## config.mk

```make
export PLATFORM = sky130hd
export DESIGN_NAME = byte_stuffed_frame_receiver_flat
export DESIGN_NICKNAME = d
export VERILOG_FILES = /design/src/rtl/core/bsfr_pkg.sv /design/src/rtl/core/bsfr_req_if.sv /design/src/rtl/core/bsfr_rsp_if.sv /design/src/rtl/core/byte_stuffed_frame_receiver.sv /design/src/flat_wrapper.sv
export SDC_FILE = /design/constraint.sdc
export NUM_CORES = 1
export LEC_CHECK = 0
export ABC_AREA = 0
export BUFFER_PORTS_ARGS = -buffer_cell sky130_fd_sc_hd__buf_2
export CAP_MARGIN = 0
export CORE_MARGIN = 3
export CORE_UTILIZATION = 56
export CTS_BUF_LIST = sky130_fd_sc_hd__clkbuf_4 sky130_fd_sc_hd__clkbuf_8 sky130_fd_sc_hd__clkbuf_16
export CTS_CLUSTER_DIAMETER = 50
export CTS_CLUSTER_SIZE = 24
export DETAILED_ROUTE_END_ITERATION = 12
export PLACE_DENSITY = 0.86
export SYNTH_ARGS = -nofsm -noshare
export SYNTH_HDL_FRONTEND = slang
export SYNTH_SLANG_ARGS = --single-unit
export TNS_END_PERCENT = 20
```

## constraint.sdc

```tcl
create_clock -name clock -period 2.3 [get_ports clock]
set_input_delay 0.115 -clock clock [delete_from_list [all_inputs] [get_ports clock]]
set_output_delay 0.115 -clock clock [all_outputs]
set_load 0.01 [all_outputs]
```

## src/rtl/core/bsfr_pkg.sv

```systemverilog
// Shared types and constants of the byte-stuffed frame receiver.
package bsfr_pkg;

   localparam int BUFFER_BYTES = 128;
   localparam int BYTE_W       = 8;
   localparam int INDEX_W      = 7;
   localparam int LENGTH_W     = 8;
   localparam int COUNT_W      = $clog2(BUFFER_BYTES + 1);
   localparam int EVENT_W      = 3;
   localparam int CSR_INDEX_W  = 1;

   localparam logic [COUNT_W-1:0] LAST_SLOT  = COUNT_W'(BUFFER_BYTES - 1);
   localparam logic [COUNT_W-1:0] MIN_FRAME  = COUNT_W'(2);
   localparam logic [BYTE_W-1:0]  STUFF_MASK = BYTE_W'(1 << 5);
   localparam logic [BYTE_W-1:0]  FLAG_RESET = 8'd126;
   localparam logic [BYTE_W-1:0]  ESC_RESET  = 8'd125;

   typedef enum logic [EVENT_W-1:0] {
      EV_NONE     = 3'd0,
      EV_STORED   = 3'd1,
      EV_GOOD     = 3'd2,
      EV_REJECT   = 3'd3,
      EV_OVERFLOW = 3'd4
   } event_type;

   typedef enum logic [2:0] {
      PH_WAIT = 3'b001,
      PH_DATA = 3'b010,
      PH_ESC  = 3'b100
   } phase_type;

   typedef enum logic [CSR_INDEX_W-1:0] {
      CSR_FLAG   = 1'b0,
      CSR_ESCAPE = 1'b1
   } csr_index_type;

   typedef struct packed {
      event_type             event_res;
      logic [BYTE_W-1:0]     data_byte;
      logic [INDEX_W-1:0]    byte_index;
      logic [LENGTH_W-1:0]   frame_length;
   } rsp_payload_type;

endpackage

```

## src/rtl/core/bsfr_req_if.sv

```systemverilog
// Received byte channel: valid/ready handshake with one raw line byte.
interface bsfr_req_if;
   import bsfr_pkg::*;

   logic              valid;
   logic              ready;
   logic [BYTE_W-1:0] rx_byte;

   modport source (output valid, output rx_byte, input ready);
   modport sink   (input valid, input rx_byte, output ready);
endinterface

```

## src/rtl/core/bsfr_rsp_if.sv

```systemverilog
// Event channel: valid/ready handshake with one receiver event per transaction.
interface bsfr_rsp_if;
   import bsfr_pkg::*;

   logic                valid;
   logic                ready;
   logic [EVENT_W-1:0]  event_res;
   logic [BYTE_W-1:0]   data_byte;
   logic [INDEX_W-1:0]  byte_index;
   logic [LENGTH_W-1:0] frame_length;

   modport source (output valid, output event_res, output data_byte,
                   output byte_index, output frame_length, input ready);
   modport sink   (input valid, input event_res, input data_byte,
                   input byte_index, input frame_length, output ready);
endinterface

```

## src/rtl/core/byte_stuffed_frame_receiver.sv

```systemverilog
// Byte-stuffed frame receiver: unstuffs a raw byte stream and reports one event per byte.
// Each accepted byte yields exactly one event, presented in the event register the cycle
// after the byte is taken. A new byte is accepted every cycle while the event register is
// empty or being drained in that same cycle, so the sustained rate is one byte per clock;
// while an event waits unaccepted, the input side stalls. The per-byte frame state update
// (phase, byte count, length byte) is a single pass of compare logic between the input
// handshake and the event register. The user must write flag and escape values
// through the csr port only while the receiver is idle; the block itself does no check.
module byte_stuffed_frame_receiver (
   input  logic                          clock,
   input  logic                          reset,
   bsfr_req_if.sink                      req_ch,
   bsfr_rsp_if.source                    rsp_ch,
   input  logic                          csr_wr_en,
   input  bsfr_pkg::csr_index_type       csr_index,
   input  logic [bsfr_pkg::BYTE_W-1:0]   csr_wdata
);
   import bsfr_pkg::*;

   logic [BYTE_W-1:0]   flag_ff;
   logic [BYTE_W-1:0]   escape_ff;
   phase_type           phase_ff, phase_in;
   logic [COUNT_W-1:0]  count_ff, count_in;
   logic [BYTE_W-1:0]   length_ff, length_in;
   logic                rsp_valid_ff;
   rsp_payload_type     rsp_ff, rsp_in;
   logic                store_en;
   logic [BYTE_W-1:0]   store_byte;
   logic                req_take;

   assign req_ch.ready = !rsp_valid_ff || rsp_ch.ready;
   assign req_take     = req_ch.valid && req_ch.ready;

   always_ff @(posedge clock) begin
      if (reset) begin
         flag_ff   <= FLAG_RESET;
         escape_ff <= ESC_RESET;
      end else if (csr_wr_en) begin
         unique case (csr_index)
            CSR_FLAG:   flag_ff   <= csr_wdata;
            CSR_ESCAPE: escape_ff <= csr_wdata;
            default: begin
            end
         endcase
      end
   end

   always_comb begin
      phase_in   = phase_ff;
      count_in   = count_ff;
      length_in  = length_ff;
      rsp_in     = '{event_res: EV_NONE, default: '0};
      store_en   = 1'b0;
      store_byte = req_ch.rx_byte;

      unique case (phase_ff)
         PH_DATA: begin
            if (req_ch.rx_byte == escape_ff) begin
               phase_in = PH_ESC;
            end else if (req_ch.rx_byte == flag_ff) begin
               if (length_ff == BYTE_W'(count_ff) && count_ff >= MIN_FRAME) begin
                  phase_in            = PH_WAIT;
                  rsp_in.event_res    = EV_GOOD;
                  rsp_in.frame_length = LENGTH_W'(count_ff);
               end else begin
                  count_in         = '0;
                  rsp_in.event_res = EV_REJECT;
               end
            end else begin
               store_en = 1'b1;
            end
         end
         PH_ESC: begin
            phase_in   = PH_DATA;
            store_en   = 1'b1;
            store_byte = req_ch.rx_byte | STUFF_MASK;
         end
         default: begin
            phase_in = PH_WAIT;
            if (req_ch.rx_byte == flag_ff) begin
               count_in = '0;
               phase_in = PH_DATA;
            end
         end
      endcase

      if (store_en) begin
         if (count_ff == '0) begin
            length_in = store_byte;
         end
         count_in          = count_ff + COUNT_W'(1);
         rsp_in.data_byte  = store_byte;
         rsp_in.byte_index = count_ff[INDEX_W-1:0];
         if (count_ff >= LAST_SLOT) begin
            phase_in         = PH_WAIT;
            rsp_in.event_res = EV_OVERFLOW;
         end else begin
            rsp_in.event_res = EV_STORED;
         end
      end
   end

   always_ff @(posedge clock) begin
      if (reset) begin
         phase_ff     <= PH_WAIT;
         count_ff     <= '0;
         length_ff    <= '0;
         rsp_valid_ff <= 1'b0;
      end else begin
         if (req_take) begin
            phase_ff     <= phase_in;
            count_ff     <= count_in;
            length_ff    <= length_in;
            rsp_valid_ff <= 1'b1;
         end else if (rsp_ch.ready) begin
            rsp_valid_ff <= 1'b0;
         end
      end
   end

   always_ff @(posedge clock) begin
      if (req_take) begin
         rsp_ff <= rsp_in;
      end
   end

   assign rsp_ch.valid        = rsp_valid_ff;
   assign rsp_ch.event_res    = rsp_ff.event_res;
   assign rsp_ch.data_byte    = rsp_ff.data_byte;
   assign rsp_ch.byte_index   = rsp_ff.byte_index;
   assign rsp_ch.frame_length = rsp_ff.frame_length;

`ifndef NO_ASSERTIONS
   a_take_gives_event: assert property (@(posedge clock) disable iff (reset)
      req_take |=> rsp_valid_ff)
      else $error("accepted byte produced no event");

   a_count_bounded: assert property (@(posedge clock) disable iff (reset)
      count_ff <= COUNT_W'(BUFFER_BYTES))
      else $error("byte count past buffer size");

   a_good_min_length: assert property (@(posedge clock) disable iff (reset)
      rsp_valid_ff && rsp_ff.event_res == EV_GOOD |->
         rsp_ff.frame_length >= LENGTH_W'(MIN_FRAME))
      else $error("good frame shorter than minimum");

   a_overflow_abandons: assert property (@(posedge clock) disable iff (reset)
      req_take && rsp_in.event_res == EV_OVERFLOW |=> phase_ff == PH_WAIT)
      else $error("overflow did not abandon frame");

   a_full_only_waiting: assert property (@(posedge clock) disable iff (reset)
      count_ff == COUNT_W'(BUFFER_BYTES) |-> phase_ff == PH_WAIT)
      else $error("full buffer while frame still open");
`endif
endmodule
```

## src/flat_wrapper.sv

```systemverilog
// flat-port wrapper written by rule: the top's interface ports become plain ports
module byte_stuffed_frame_receiver_flat import bsfr_pkg::*;
  (clock, reset, csr_wr_en, csr_index, csr_wdata, req_ch_valid, req_ch_rx_byte, req_ch_ready, rsp_ch_valid, rsp_ch_event_res, rsp_ch_data_byte, rsp_ch_byte_index, rsp_ch_frame_length, rsp_ch_ready);
  bsfr_req_if req_ch_i ();
  bsfr_rsp_if rsp_ch_i ();
  input  logic clock;
  input  logic reset;
  input  logic csr_wr_en;
  input  bsfr_pkg::csr_index_type csr_index;
  input  logic [bsfr_pkg::BYTE_W-1:0] csr_wdata;
  input wire logic [$bits(req_ch_i.valid)-1:0] req_ch_valid;
  input wire logic [$bits(req_ch_i.rx_byte)-1:0] req_ch_rx_byte;
  output wire logic [$bits(req_ch_i.ready)-1:0] req_ch_ready;
  output wire logic [$bits(rsp_ch_i.valid)-1:0] rsp_ch_valid;
  output wire logic [$bits(rsp_ch_i.event_res)-1:0] rsp_ch_event_res;
  output wire logic [$bits(rsp_ch_i.data_byte)-1:0] rsp_ch_data_byte;
  output wire logic [$bits(rsp_ch_i.byte_index)-1:0] rsp_ch_byte_index;
  output wire logic [$bits(rsp_ch_i.frame_length)-1:0] rsp_ch_frame_length;
  input wire logic [$bits(rsp_ch_i.ready)-1:0] rsp_ch_ready;
  assign req_ch_i.valid = req_ch_valid;
  assign req_ch_i.rx_byte = req_ch_rx_byte;
  assign req_ch_ready = req_ch_i.ready;
  assign rsp_ch_valid = rsp_ch_i.valid;
  assign rsp_ch_event_res = rsp_ch_i.event_res;
  assign rsp_ch_data_byte = rsp_ch_i.data_byte;
  assign rsp_ch_byte_index = rsp_ch_i.byte_index;
  assign rsp_ch_frame_length = rsp_ch_i.frame_length;
  assign rsp_ch_i.ready = rsp_ch_ready;
  byte_stuffed_frame_receiver u_core (.clock(clock), .reset(reset), .req_ch(req_ch_i), .rsp_ch(rsp_ch_i), .csr_wr_en(csr_wr_en), .csr_index(csr_index), .csr_wdata(csr_wdata));
endmodule
```

==> results of run 1 <==
## layout make-up
cell class                 instances  area [µm²]
timing repair buffer              65         383
multi-input combinational        207        1420
sequential                        62        1500
clock inverter                     2        8.76
inverter                           3        11.3
fill                             417        1630
tap                               70        87.6
clock buffer                      13         160
## kinds of logic (layout without fill, tap and decap cells)
family,Yosys count,in the layout
adders and majority gates,3,3
buffers and inverters,23,83
AOI/OAI and AO/OA,68,68
muxes,2,2
xor gates and xnor gates,25,25
DFF,62,62
and+or+nand+nor,109,109
## synth_stat cells, drive strengths merged (3+ instances only)
cell and instances:
a211o 12, a211oi 6, a21oi 18, a31oi 7
and2 22, and3 10, buf 9, clkbuf 11
dfxtp 36, edfxtp 26, ha 3, inv 3
nand2 12, nand2b 3, nand3 17, nand4 4
nor2 16, nor2b 10, o21ai 15, xnor2 16
xor2 9
## metrics by stage
stage                     util [%]  cells  hold WS [ps]
after detailed placement      64.1    400           339
final                         68.7    422          30.9
after CTS                     68.7    422          17.9
after global placement        64.1    400           332
after floorplan                  -    292           233
after global routing          68.7    422          41.2
## registers in the layout, summed over array words and instances, names as in the netlist
name                        flops
u_core.rsp_ch.valid             1
u_core.rsp_ch.event_res         3
u_core.rsp_ch.data_byte         8
u_core.escape_ff                8
u_core.rsp_ch.frame_length      8
u_core.length_ff                8
u_core.phase_ff                 3
u_core.rsp_ch.byte_index        7
u_core.count_ff                 8
u_core.flag_ff                  8
## worst max-delay path by stage
stage,start,end,slack (ps),depth (start not counted)
2_1_floorplan,u_core.rsp_ch.valid$_SDFFE_PP0P_,u_core.count_ff[4]$_SDFFE_PP0P_,410,8
3_3_place_gp,u_core.count_ff[5]$_SDFFE_PP0P_,u_core.rsp_ch.frame_length[0]$_SDFFCE_PP0P_,360,5
3_5_place_dp,u_core.phase_ff[1]$_SDFFE_PP0P_,u_core.length_ff[5]$_SDFFE_PP0P_,280,6
4_1_cts,u_core.phase_ff[1]$_SDFFE_PP0P_,u_core.length_ff[5]$_SDFFE_PP0P_,260,6
5_1_grt,u_core.phase_ff[1]$_SDFFE_PP0P_,u_core.length_ff[5]$_SDFFE_PP0P_,80,6
6_report,u_core.phase_ff[1]$_SDFFE_PP0P_,u_core.length_ff[5]$_SDFFE_PP0P_,250,6
## report_power, final
group          internal, mW  total [mW]  switching, mW
Combinational        0.0843       0.196          0.111
Sequential             1.19        1.20         0.0195
Clock                 0.445       0.833          0.387
Total                  1.71        2.23          0.518
## worst max-delay path, stage by stage (launching register included)
cell and delay [ps]:
dfxtp_1 390, nor3b_2 310, o21ai_1 200, o21ai_4 480, buf_4 300, a21oi_2 70
a311oi_2 230
## metal layers
metal,part of all wire [%],up-vias
li1,-,1165
met3,5.0,14
met2,50,76
met4,1.9,0
met5,0,-
met1,43,1109
## repair_timing
action,4_1_cts,5_1_grt
hold endpoints to repair,7,0
hold buffers,7,0
endpoints found under the setup margin,0,0
==> run summary, run 1 <==
Initial Utilization - 58.6%
crit path time final - 2050 ps
run status - finished, final reports clean
maxcap violations - 0
largest net degree at the start of global routing - 39
LEAKAGE - 1.37 nW
layout cell share with drive strength beyond 1 - 25.6%
reg2reg path depth - 6
Final Hold Fails - 0
synth top area cells - edfxtp_1 (26%), dfxtp_1 (24%), xnor2_1 (4.6%), and2_1 (4.5%), a211o_1 (3.4%)
GRT met1 Usage - 26.2%
worst-margin pin slew - 731 ps
ant diodes - 0
synthesized area - 0.00305 mm²
first-pass GRT wire length - 10.7 mm
Setup Buffers After CTS - 0
# IOs - 50
Fmax - 487 MHz
row cnt - 26
combinational family with the most area after synthesis - simple AND/OR/NAND/NOR gates
Die Ht - 79.8 µm
Post-synth top flop - dfxtp_1
met2 Usage GRT - 37.0%
peak supply drop - 0.466 mV
Place WS - 284 ps
Final Worst Setup Slack - 248 ps
Area Overhead vs Synth - 17.1%
Reg-to-Reg Start - u_core.phase_ff[1]$_SDFFE_PP0P_
unrepaired setup endpoints after global routing - no
syn avg cell area - 10.5 µm²
Routed Antenna Nets - 0
vias per std cell - 5.60
grt ovf - 0
fin area - 0.00357 mm²
Port Buffers - 49
HPWL Detailed - 4.51 mm
residual DRC count - 0
final period utilization - 89.2%
H-Tree Level Count - 3
clk sinks - 62
Post-synth ARST share - 0%
commonest non-fill, non-tap cells in the layout - buf_2 (49), dfxtp_1 (36), edfxtp_1 (26)
CTS tree - done
Crit Path Class - reg2reg
Crit Path Max Fanout - 20
Worst Hold Launch - csr_wdata[0]
clk buf depth - 2
Area after DPL - 0.00333 mm²
crit start category - register
die area - 0.00637 mm²
Final GP Congestion - 0.857
post-synth top area cell - edfxtp_1
most common cell after layout, fill and taps aside - buf_2
mux contribution to synthesized area - 0.656%
Syn. warnings - 0
Worst R2R End - u_core.length_ff[5]$_SDFFE_PP0P_
GR Util All Layers - 22.0%
Post-synth EDFFs - 26
crit end category - register
Pre-antenna DRT Iters - 4
P per Cell Area - 625 mW/mm²
synthesized instance count - 292
CTS Root Cell - clkbuf_8
Synth Area in Simple Gates - 20.9%
Final setup viols - 0
busiest grt layer - met2
XOR/XNOR Fraction of Synth Area - 7.18%
flop2flop setup slack - 250 ps
core footprint - 0.00520 mm²
Die X-Extent - 79.8 µm
number of global-route vias before repair - 2293
Layout Nets - 373
Worst-Skew Late Latency - 340 ps
vias - 2364
Reg clk slew, reported paths - 70 ps
Final Skew - 7.80 ps
Min-Delay Path Depth - 3
met3 usage - 5.08%
Synth Net Count - 317
initial antenna violation count - 0
Post-Route WL - 6.35 mm
Seq cells post-synth - 62
Yosys cell types - 52
Design Power - 2.23 mW
post-synthesis adder-cell area fraction - 1.23%
Worst slew margin - 51.3%
Seq/Total Area, Yosys - 49.2%
worst hold path type - in2reg
Final Slew Violations - 0
Critical Path AT - 2310 ps
DR WL/cell - 15.0 µm
post_cts resized - 0
total CTS buffers - 9
top-area cell type share of the netlist area - 25.6%
Iter 0 DRT Violations - 273
setup_tns - 0 ps
required time of the critical path - 2560 ps
WHS Endpoint - u_core.flag_ff[0]$_SDFFE_PP0P_
post-synthesis compound-gate area fraction - 16.6%
(Power assumes the default switching activity.)
==> inputs of run 2 (changes only) <==
- MAX_ROUTING_LAYER: default -> met4
==> run 2 against run 1 <==
  * Clock power is 1% higher
  * Non-clock buffer count stayed put
  * Combinational power hardly changed
  * Wire length is 0.82% higher
  * Via count is 0.93% lower
  * Hold slack worse by 11 ps
  * Critical path depth stayed put
==> run summary, run 2 (same netlist as run 1, synthesis figures left out) <==
Iter 0 DRT Violations - 257
vias per std cell - 5.55
Die Ht - 79.8 µm
number of global-route vias before repair - 2281
GR Util All Layers - 22.5%
HPWL Detailed - 4.51 mm
Area Overhead vs Synth - 17.1%
Design Power - 2.24 mW
worst-margin pin slew - 737 ps
Layout fillers - 417
area of the multi-input gates - 0.00142 mm²
initial antenna violation count - 0
CTS Root Cell - clkbuf_8
Initial Utilization - 58.6%
crit end category - register
commonest non-fill, non-tap cells in the layout - buf_2 (49), dfxtp_1 (36), edfxtp_1 (26)
Layout Nets - 373
dpl cells - 400
Crit Path Max Fanout - 20
clk sinks - 62
Critical Path AT - 2320 ps
DR WL/cell - 15.2 µm
largest net degree at the start of global routing - 39
first-pass GRT wire length - 10.7 mm
LEAKAGE - 1.37 nW
Final GP Congestion - 0.870
# IOs - 50
run status - finished, final reports clean
crit path time final - 2050 ps
Pre-antenna DRT Iters - 5
core footprint - 0.00520 mm²
H-Tree Level Count - 3
clk buf depth - 2
residual DRC count - 0
worst hold path type - in2reg
vias - 2342
P per Cell Area - 627 mW/mm²
Finished Core Util - 68.7%
post_cts resized - 0
unrepaired setup endpoints after global routing - no
total CTS buffers - 9
maxcap violations - 0
Area after DPL - 0.00333 mm²
flop2flop setup slack - 250 ps
Fmax - 487 MHz
Worst slew margin - 50.8%
setup_tns - 0 ps
Sequential Area - 0.00150 mm²
fin area - 0.00357 mm²
Die X-Extent - 79.8 µm
Final Skew - 8.52 ps
CTS tree - done
Final setup viols - 0
final period utilization - 89.3%
grt ovf - 0
crit start category - register
row cnt - 26
Final Hold Fails - 0
Non-Filler Instances - 422
Post-Route WL - 6.40 mm
required time of the critical path - 2560 ps
ant diodes - 0
peak supply drop - 0.468 mV
layout cell share with drive strength beyond 1 - 25.6%
Worst-Skew Late Latency - 350 ps
Crit Path Class - reg2reg
die area - 0.00637 mm²
Port Buffers - 49
most common cell after layout, fill and taps aside - buf_2
Reg clk slew, reported paths - 70 ps
Routed Antenna Nets - 0
Final Slew Violations - 0
-- run 2: power by group --
group / internal (mW) / leakage (nW) / switching [mW] / total (mW)
Combinational: 0.0843 / 0.720 / 0.112 / 0.196
Sequential: 1.19 / 0.556 / 0.0194 / 1.20
Clock: 0.445 / 0.0912 / 0.396 / 0.841
-- run 2: final cells by class --
type / count / share of cell area [%]
timing repair buffer: 65 / 10.7
tap: 70 / 2.45
inverter: 3 / 0.315
clock inverter: 2 / 0.245
clock buffer: 13 / 4.48
multi-input combinational: 207 / 39.8
sequential: 62 / 42.0
-- run 2: what timing repair did --
action / CTS / global route
endpoints found under the hold margin: 7 / 0
setup buffers: 0 / 0
hold buffers: 7 / 0
setup endpoints to repair: 0 / 0
-- run 2: final timing paths --
check,start,endpoint,depth (start not counted)
setup / recovery,u_core.phase_ff[1]$_SDFFE_PP0P_,u_core.length_ff[5]$_SDFFE_PP0P_,6
hold / removal,csr_wdata[0],u_core.flag_ff[0]$_SDFFE_PP0P_,3
setup reg to reg,u_core.phase_ff[1]$_SDFFE_PP0P_,u_core.length_ff[5]$_SDFFE_PP0P_,6
hold reg to reg,u_core.escape_ff[1]$_SDFFE_PP0P_,u_core.escape_ff[1]$_SDFFE_PP0P_,2
-- run 2: through the flow --
| step | hold WS (ps) | worst slack, ps |
|---|---|---|
| global placement | 332 | 360 |
| floorplan | 233 | 414 |
| CTS | 17.9 | 259 |
| finish | 20.0 | 246 |
| detailed placement | 339 | 284 |
| global route | 40.7 | 83.5 |
-- run 2: per-layer routing --
layer | wire (µm) | track usage [%] | vias to the layer above
met1 | 2790 | 26.3 | 1107
met5 | 0 | - | -
met3 | 331 | 6.09 | 9
li1 | - | - | 1162
met4 | 87 | 9.12 | 0
met2 | 3190 | 36.7 | 64
-- run 2: critical path, stage by stage (launching register included) --
cell and delay (ps):
dfxtp_1 390, nor3b_2 310, o21ai_1 200, o21ai_4 480
buf_4 300, a21oi_2 80, a311oi_2 230
